**src/rtl/sst_pkg.sv**
```systemverilog
// Shared constants and types for the sorted set table.
// Used by sst_cell, sorted_set_table and sst_checker.
package sst_pkg;

    localparam int CAPACITY_DEF    = 64;
    localparam int VALUE_WIDTH_DEF = 32;

    // Port widths
    localparam int MODE_W   = 3;
    localparam int VALUE_W  = 32;
    localparam int INDEX_W  = 6;
    localparam int COUNT_W  = 7;
    localparam int STATUS_W = 2;

    // Operation codes
    localparam logic [MODE_W-1:0] MODE_INSERT = 3'd0;
    localparam logic [MODE_W-1:0] MODE_ERASE  = 3'd1;
    localparam logic [MODE_W-1:0] MODE_LOOKUP = 3'd2;
    localparam logic [MODE_W-1:0] MODE_READ   = 3'd3;
    localparam logic [MODE_W-1:0] MODE_CLEAR  = 3'd4;

    // Status codes
    localparam logic [STATUS_W-1:0] ST_DONE   = 2'd0;
    localparam logic [STATUS_W-1:0] ST_FULL   = 2'd1;
    localparam logic [STATUS_W-1:0] ST_ABSENT = 2'd2;
    localparam logic [STATUS_W-1:0] ST_DUP    = 2'd3;

    // Shift commands broadcast to every cell
    typedef struct packed {
        logic shift_up;    // insert: open a gap at the insert point
        logic shift_down;  // erase: close the gap at the match
    } t_cell_ctrl;

    // Per-cell compare results
    typedef struct packed {
        logic lt;   // holds a valid entry below the probe value
        logic eq;   // holds a valid entry equal to the probe value
        logic sel;  // valid and at the requested read index
    } t_cell_flags;

endpackage

```
**src/rtl/sst_cell.sv**
```systemverilog
// One table position: stores an entry, compares it with the probe value
// and takes a neighbor's entry on shifts. Depends on sst_pkg.
module sst_cell #(
    parameter int IDX = 0,
    parameter int SW  = 32,
    parameter int CW  = 7,
    parameter int IW  = 6
) (
    input  logic                     i_clk,
    input  sst_pkg::t_cell_ctrl      i_ctrl,
    input  logic [SW-1:0]            i_value,
    input  logic [IW-1:0]            i_index,
    input  logic [CW-1:0]            i_count,
    input  logic                     i_left_lt,
    input  logic [SW-1:0]            i_left_entry,
    input  logic [SW-1:0]            i_right_entry,
    output logic [SW-1:0]            o_entry,
    output sst_pkg::t_cell_flags     o_flags
);

    localparam bit IDX_REACH = (IDX < (1 << IW));

    logic [SW-1:0] r_entry;
    logic [SW-1:0] n_entry;
    logic          valid;

    assign valid         = (i_count > CW'(IDX));
    assign o_flags.lt    = valid && (r_entry < i_value);
    assign o_flags.eq    = valid && (r_entry == i_value);
    assign o_flags.sel   = IDX_REACH && valid && (i_index == IW'(IDX));
    assign o_entry       = r_entry;

    // Sorted order makes lt a prefix over the row: !lt marks the insert
    // point and everything above it.
    always_comb begin
        n_entry = r_entry;
        priority if (i_ctrl.shift_up) begin
            if (!o_flags.lt) begin
                n_entry = i_left_lt ? i_value : i_left_entry;
            end
        end else if (i_ctrl.shift_down) begin
            if (!o_flags.lt) begin
                n_entry = i_right_entry;
            end
        end else begin
            n_entry = r_entry;
        end
    end

    always_ff @(posedge i_clk) begin
        r_entry <= n_entry;
    end

endmodule

```
**config.mk**
```make
export PLATFORM = sky130hd
export DESIGN_NAME = sst_cell
export DESIGN_NICKNAME = d
export VERILOG_FILES = /design/src/rtl/sst_pkg.sv /design/src/rtl/sst_cell.sv
export SDC_FILE = /design/constraint.sdc
export NUM_CORES = 1
export LEC_CHECK = 0
export ABC_CLOCK_PERIOD_IN_PS = 4600
export BUFFER_PORTS_ARGS = -buffer_cell sky130_fd_sc_hd__buf_4
export CORE_MARGIN = 10
export CORE_UTILIZATION = 44
export CTS_CLUSTER_DIAMETER = 50
export DETAILED_ROUTE_END_ITERATION = 6
export PLACE_DENSITY = 0.82
export SYNTH_ARGS = -nofsm -noshare
export SYNTH_HDL_FRONTEND = slang
export SYNTH_SLANG_ARGS = --single-unit
export TNS_END_PERCENT = 30
```
**constraint.sdc**
```tcl
create_clock -name i_clk -period 4.6 [get_ports i_clk]
set_input_delay 0.46 -clock i_clk [delete_from_list [all_inputs] [get_ports i_clk]]
set_output_delay 0.46 -clock i_clk [all_outputs]
set_load 0.01 [all_outputs]
```
==> flow_metrics.env, run 1 <==
export IMPL_status="complete, no violations"
export IMPL_drive_gt1_frac=0.3975
export IMPL_num_vias=2446
export IMPL_cp_required_ns=4.49
export IMPL_worstSkewPairLatency_ns=0.27
export IMPL_totalWireLength_um=8056
export IMPL_rsz0062_at_grt="no"
export IMPL_grt_usage=0.1697
export IMPL_row_count=27
export IMPL_diodes=0
export IMPL_grt_use_met3=0.07384
export IMPL_slew_viol_final=0
export IMPL_holdWs_ns=0.5056
export IMPL_grt_max_degree=66
export IMPL_io_pins=148
export IMPL_syn_area_um2=2520
export IMPL_grt_pass1_vias=2601
export IMPL_io_buffers=147
export IMPL_timing_final_ws_setup_ns=1.811
export IMPL_rr_worst_depth=6
export IMPL_die_w_um=95.68
export IMPL_drt_iter0_markers=67
export IMPL_htreeDepth=2
export IMPL_clockBufferDepth=2
export IMPL_synth_nets=406
export IMPL_min_delay_start="i_right_entry[16]"
export IMPL_routed_via_density=5.128
export IMPL_cts_sinks=32
export IMPL_ys_ff_latch=32
export IMPL_path_cells="ha_1 > nand4_2 > nor3_1 > a21boi_2 > o41ai_2 > a31oi_4"
export IMPL_postCtsSetupBuffers=0
export IMPL_die_area_um2=9154
export IMPL_antenna_found_initial=0
export IMPL_die_height_um=95.68
export IMPL_core_area_um2=5540
export IMPL_fin_nets=549
export IMPL_r2r_start="o_entry[14]"
export IMPL_clock_root_buffer="clkbuf_8"
export IMPL_grt_ovfl_total=0
export IMPL_hold_viol=0
export IMPL_dr_pass1_iters=4
export IMPL_critical_path_slowest_cell="a31oi_4"
export IMPL_met2_usage=0.3059
export IMPL_grt_pass1_wl_um=12420
export IMPL_min_to="o_entry[16]"
export IMPL_ir_worst_vdd_uv=152.1
export IMPL_postSynthAreaPerCell_um2=9.655
export IMPL_cpLargestDelayFamily="compound AO/OA/AOI/OAI gates"
export IMPL_final_common_cell="buf_4"
export IMPL_gp_congestion=0.8916
export IMPL_layout_common_cells="buf_4 (147), a21oi_1 (48), nor2_1 (35)"
export IMPL_worst_slew_pin_transition_ns=1.117
export IMPL_hp_class="primary input to flip-flop"
export IMPL_crit_fanout=32
export IMPL_rrSetupSlack_ns=1.81
export IMPL_post_route_period_util=0.6062
export IMPL_antenna_left=0
export IMPL_final_setup_tns_ns=0
export IMPL_worstSetupStartpointType="flip-flop"
export IMPL_routedWlPerCell_um=16.89
export IMPL_path_class="flip-flop to flip-flop"
export IMPL_ctsHoldBuffers=0
export IMPL_slew_headroom=0.2555
export IMPL_syn_to_final_growth_pct=49.26
export IMPL_cts_made_buffers=5
export IMPL_cp_num_buf_inv=0
export IMPL_grt_busiest_layer="met2"
export IMPL_place_area_um2=3681
export IMPL_ys_warn_count=0
export IMPL_grt_use_met1=0.1809
export IMPL_clk_pin_slew_ns=0.07
export IMPL_max_freq_mhz=358.6
export IMPL_syn_inst=261
export IMPL_cts_tree="done"
export IMPL_maxCapViolCount=0
export IMPL_setup_viol=0
export IMPL_drc_errors=0
export IMPL_power_density_nw_per_um2=245.9
export IMPL_synthDistinctLibCells=29
export IMPL_power_leakage_nw=1.895
export IMPL_final_area_um2=3761
export IMPL_yosysSeqAreaShare=0.3813
export IMPL_max_stage_delay_ns=0.92
export IMPL_floorplan_initialDensity=0.4548
export IMPL_reg2reg_to="o_entry[28]"
export IMPL_cp_end_kind="flip-flop"
export IMPL_skew_ns=0.006300
export IMPL_place_ws_ns=1.640
export IMPL_largest_reg_flops=32
export IMPL_dp_hpwl_um=6796
export IMPL_ctsResizeCount=0
export IMPL_arrival_ns=2.68
export IMPL_layout_min_cycle_time_ns=2.789
export IMPL_hold_depth=3
[metal layers]
layer,vias up,wire (um)
li1,1231,-
met3,6,861
met5,-,0
met1,1111,3058
met4,0,52
met2,98,4083
[power by group]
group / total [W] / switching, W / internal [W]
registers: 0.000389 / 0.0000189 / 0.000371
logic: 0.000333 / 0.000163 / 0.000170
clock network: 0.000203 / 0.0000974 / 0.000105
total: 0.000925 / 0.000279 / 0.000646
[Yosys cell counts, drive strengths merged]
master	n	area [um2]
a21oi	48	240.2
nor2	35	131.4
edfxtp	32	960.9
ha	32	400.4
inv	32	120.1
mux2i	32	320.3
nand4	9	83.83
buf	6	28.77
nand3	6	30.03
clkbuf	5	18.77
nand2	4	15.01
a21o	3	22.52
nor3	3	15.01
nor4	3	40.04
and3	2	12.51
o21ai	2	10.00
a211oi	1	7.510
a21boi	1	11.26
a221o	1	10.01
a31oi	1	6.260
nor2b	1	6.260
o211ai	1	12.51
o41ai	1	16.27
[worst register-to-register path, stage by stage, from the launching register on]
cell      delay (ns)
edfxtp_1        0.42
ha_1            0.33
nand4_2         0.15
nor3_1          0.26
a21boi_2        0.21
o41ai_2         0.11
a31oi_4         0.92
[through the flow]
stage | total power (W) | util | cells
5_1_grt | 0.0009857 | 0.6789 | 477
3_5_place_dp | 0.0007322 | 0.6644 | 469
2_1_floorplan | 0.0005578 | - | 261
6_report | 0.0009248 | 0.6789 | 477
3_3_place_gp | 0.0007196 | 0.6644 | 469
4_1_cts | 0.0009354 | 0.6789 | 477
[layout make-up]
class	count	area, um2
clock buffers	7	76.32
clock inverters	1	3.754
fillers	474	1779
inverters	32	120.1
multi-input cells	186	1406
flip-flops and latches	32	960.9
well taps	72	90.09
repair buffers	147	1104
[worst max path at each step]
stage | startpoint | endpoint | cells after the start
final | o_entry[14] | o_entry[28] | 6
after detailed placement | i_value[13] | o_entry[20] | 8
after floorplan | i_value[30] | o_entry[0] | 6
after global routing | o_entry[13] | o_entry[28] | 6
after CTS | o_entry[14] | o_entry[28] | 6
after global placement | i_value[13] | o_entry[21] | 8
[kinds of logic (layout without fill, tap and decap cells)]
group / count (synthesis) / after routing / synth area share
buffers and inverters: 43 / 187 / 0.06653
flip-flops: 32 / 32 / 0.3813
multiplexers: 32 / 32 / 0.1271
adder cells (fa/ha/maj): 32 / 32 / 0.1589
AND/OR/NAND/NOR: 63 / 63 / 0.1326
AO/OA/AOI/OAI: 59 / 59 / 0.1336
Power figures use the tool's default switching activity.
==> run 2, diff against run 1 <==
--- a/config.mk
+++ b/config.mk
@@ -5,13 +5,13 @@
 export SDC_FILE = /design/constraint.sdc
 export NUM_CORES = 1
 export LEC_CHECK = 0
-export ABC_CLOCK_PERIOD_IN_PS = 4600
+export ABC_CLOCK_PERIOD_IN_PS = 2200
 export BUFFER_PORTS_ARGS = -buffer_cell sky130_fd_sc_hd__buf_4
 export CORE_MARGIN = 10
-export CORE_UTILIZATION = 44
+export CORE_UTILIZATION = 40
 export CTS_CLUSTER_DIAMETER = 50
 export DETAILED_ROUTE_END_ITERATION = 6
-export PLACE_DENSITY = 0.82
+export PLACE_DENSITY = 0.78
 export SYNTH_ARGS = -nofsm -noshare
 export SYNTH_HDL_FRONTEND = slang
 export SYNTH_SLANG_ARGS = --single-unit
==> constraint.sdc (replaced) <==
create_clock -name i_clk -period 2.2 [get_ports i_clk]
set_input_delay 0.22 -clock i_clk [delete_from_list [all_inputs] [get_ports i_clk]]
set_output_delay 0.22 -clock i_clk [all_outputs]
set_load 0.01 [all_outputs]
==> run 2 against run 1 <==
  * Die area up 7.9%
  * Clock-buffer cell count unchanged
  * The run now ends with negative setup slack left
  * Clock skew down 0.0044 ns
  * Largest power group unchanged
  * Critical path type is now flip-flop to output port
  * Total power up 120%
  * Largest cell class unchanged
  * Cell area up 8.6%
==> flow_metrics.env, run 2 (synthesized netlist as in run 1, its figures left out) <==
export IMPL_status="complete, but fails checks"
export IMPL_violations="negative setup slack"
export IMPL_ir_worst_vdd_uv=415.1
export IMPL_htreeDepth=2
export IMPL_hp_class="primary input to flip-flop"
export IMPL_clk_pin_slew_ns=0.06
export IMPL_drt_iter0_markers=55
export IMPL_routedWlPerCell_um=16.95
export IMPL_grt_usage=0.1593
export IMPL_power_density_nw_per_um2=505.9
export IMPL_antenna_found_initial=0
export IMPL_final_common_cell="buf_4"
export IMPL_min_to="o_entry[20]"
export IMPL_layout_min_cycle_time_ns=2.291
export IMPL_dp_hpwl_um=6852
export IMPL_slew_headroom=0.6279
export IMPL_drive_gt1_frac=0.4535
export IMPL_skew_ns=0.001933
export IMPL_cp_end_kind="output port"
export IMPL_seqPwrFrac=0.397
export IMPL_power_leakage_nw=1.974
export IMPL_min_delay_start="i_right_entry[20]"
export IMPL_post_route_period_util=1.041
export IMPL_reg2reg_to="o_entry[30]"
export IMPL_io_pins=148
export IMPL_totalWireLength_um=8371
export IMPL_largest_reg_flops=32
export IMPL_cp_required_ns=1.98
export IMPL_fillers=491
export IMPL_routed_via_density=5.004
export IMPL_setup_viol=34
export IMPL_grt_pass1_wl_um=12790
export IMPL_met2_usage=0.2891
export IMPL_row_count=28
export IMPL_max_freq_mhz=436.4
export IMPL_worstSetupStartpointType="flip-flop"
export IMPL_clockPowerShare=0.207
export IMPL_p_sw_w=0.0006319
export IMPL_hold_depth=3
export IMPL_crit_fanout=2
export IMPL_gp_congestion=0.8334
export IMPL_timing_final_ws_setup_ns=-0.09126
export IMPL_clockBufferDepth=2
export IMPL_final_area_um2=4086
export IMPL_internal_power_w=0.001435
export IMPL_instances_no_fill=494
export IMPL_grt_pass1_vias=2649
export IMPL_place_area_um2=3804
export IMPL_clock_root_buffer="clkbuf_8"
export IMPL_arrival_ns=2.07
export IMPL_cts_tree="done"
export IMPL_combPwrFrac=0.396
export IMPL_layout_common_cells="buf_4 (157), a21oi_1 (47), nor2_1 (35)"
export IMPL_rrSetupSlack_ns=-0.08
export IMPL_rr_worst_depth=8
export IMPL_grt_ovfl_total=0
export IMPL_fin_nets=563
export IMPL_path_class="flip-flop to output port"
export IMPL_grt_use_met1=0.1706
export IMPL_diodes=0
export IMPL_dp_cells=476
export IMPL_dr_pass1_iters=4
export IMPL_num_vias=2472
export IMPL_grt_busiest_layer="met2"
export IMPL_die_w_um=99.37
export IMPL_slew_viol_final=0
export IMPL_die_height_um=99.37
export IMPL_core_area_um2=6026
export IMPL_cts_made_buffers=5
export IMPL_die_area_um2=9874
export IMPL_floorplan_initialDensity=0.4182
export IMPL_worst_slew_pin_transition_ns=0.5581
export IMPL_switching_share=0.3057
export IMPL_grt_use_met3=0.04775
export IMPL_cts_sinks=32
export IMPL_io_buffers=147
export IMPL_syn_to_final_growth_pct=62.16
export IMPL_drc_errors=0
export IMPL_hold_viol=0
export IMPL_antenna_left=0
export IMPL_maxCapViolCount=0
export IMPL_grt_max_degree=38
export IMPL_rsz0062_at_grt="yes"
export IMPL_worstSkewPairLatency_ns=0.28
export IMPL_r2r_start="o_entry[14]"
run 2: cell count changes in the layout (fill, tap and decap cells not counted), sizes merged:
cell,delta
buf,+14
run 2: timing repair:
| item | in CTS | in global routing |
|---|---|---|
| pin swaps | 3 | 3 |
| resized for setup | 9 | 6 |
| hold buffers | 0 | 0 |
| setup endpoints to repair | 1 | 34 |
| buffers inserted | 5 | 5 |
run 2: stage by stage:
step	power [W]	setup WS, ns	utilization	setup TNS (ns)	hold WS, ns
CTS	0.002048	-0.07588	0.6632	-1.658	0.2471
global placement	0.001555	0.09127	0.6312	0	0.5420
floorplan	0.001194	-0.1745	-	-5.584	0.4456
global route	0.002190	-0.2007	0.6782	-6.166	0.2481
finish	0.002067	-0.09126	0.6782	-2.403	0.2556
detailed placement	0.001577	0.03671	0.6312	0	0.5441
run 2: critical path, cell delays in order (launching register included):
cell and delay, ns:
edfxtp_1 0.40, ha_1 0.30, nor2b_1 0.14, o211ai_2 0.17, a21boi_4 0.08, o41ai_4 0.34
and3_4 0.24, buf_6 0.10
run 2: final cells by class:
type,instances,area [um2],area share
clock inverter,1,3.754,0.0009186
multi-input combinational,186,1599,0.3913
sequential,32,960.9,0.2352
timing repair buffer,161,1232,0.3016
tap,75,93.84,0.02296
clock buffer,7,76.32,0.01868
inverter,32,120.1,0.02939
run 2: power groups by stage:
stage,Combinational (W),Sequential (W),Clock (W)
2_1_floorplan,0.000336,0.000858,0
3_3_place_gp,0.000731,0.000824,0
3_5_place_dp,0.000749,0.000828,0
4_1_cts,0.000796,0.000817,0.000436
5_1_grt,0.000899,0.000829,0.000462
6_report,0.000818,0.000821,0.000429
run 2: worst max-delay path by stage:
stage | start | to | depth (start not counted)
after detailed placement | o_entry[14] | o_entry[13] | 6
after global placement | o_entry[9] | o_entry[4] | 7
after floorplan | o_entry[31] | o_entry[0] | 5
final | o_entry[1] | o_flags[2] | 7
after global routing | o_entry[14] | o_entry[29] | 8
after CTS | o_entry[9] | o_flags[2] | 7
run 2: routing by layer:
layer	up-vias	routed length, um
li1	1265	-
met1	1108	3322
met2	88	4307
met3	11	580
met4	0	160
met5	-	0
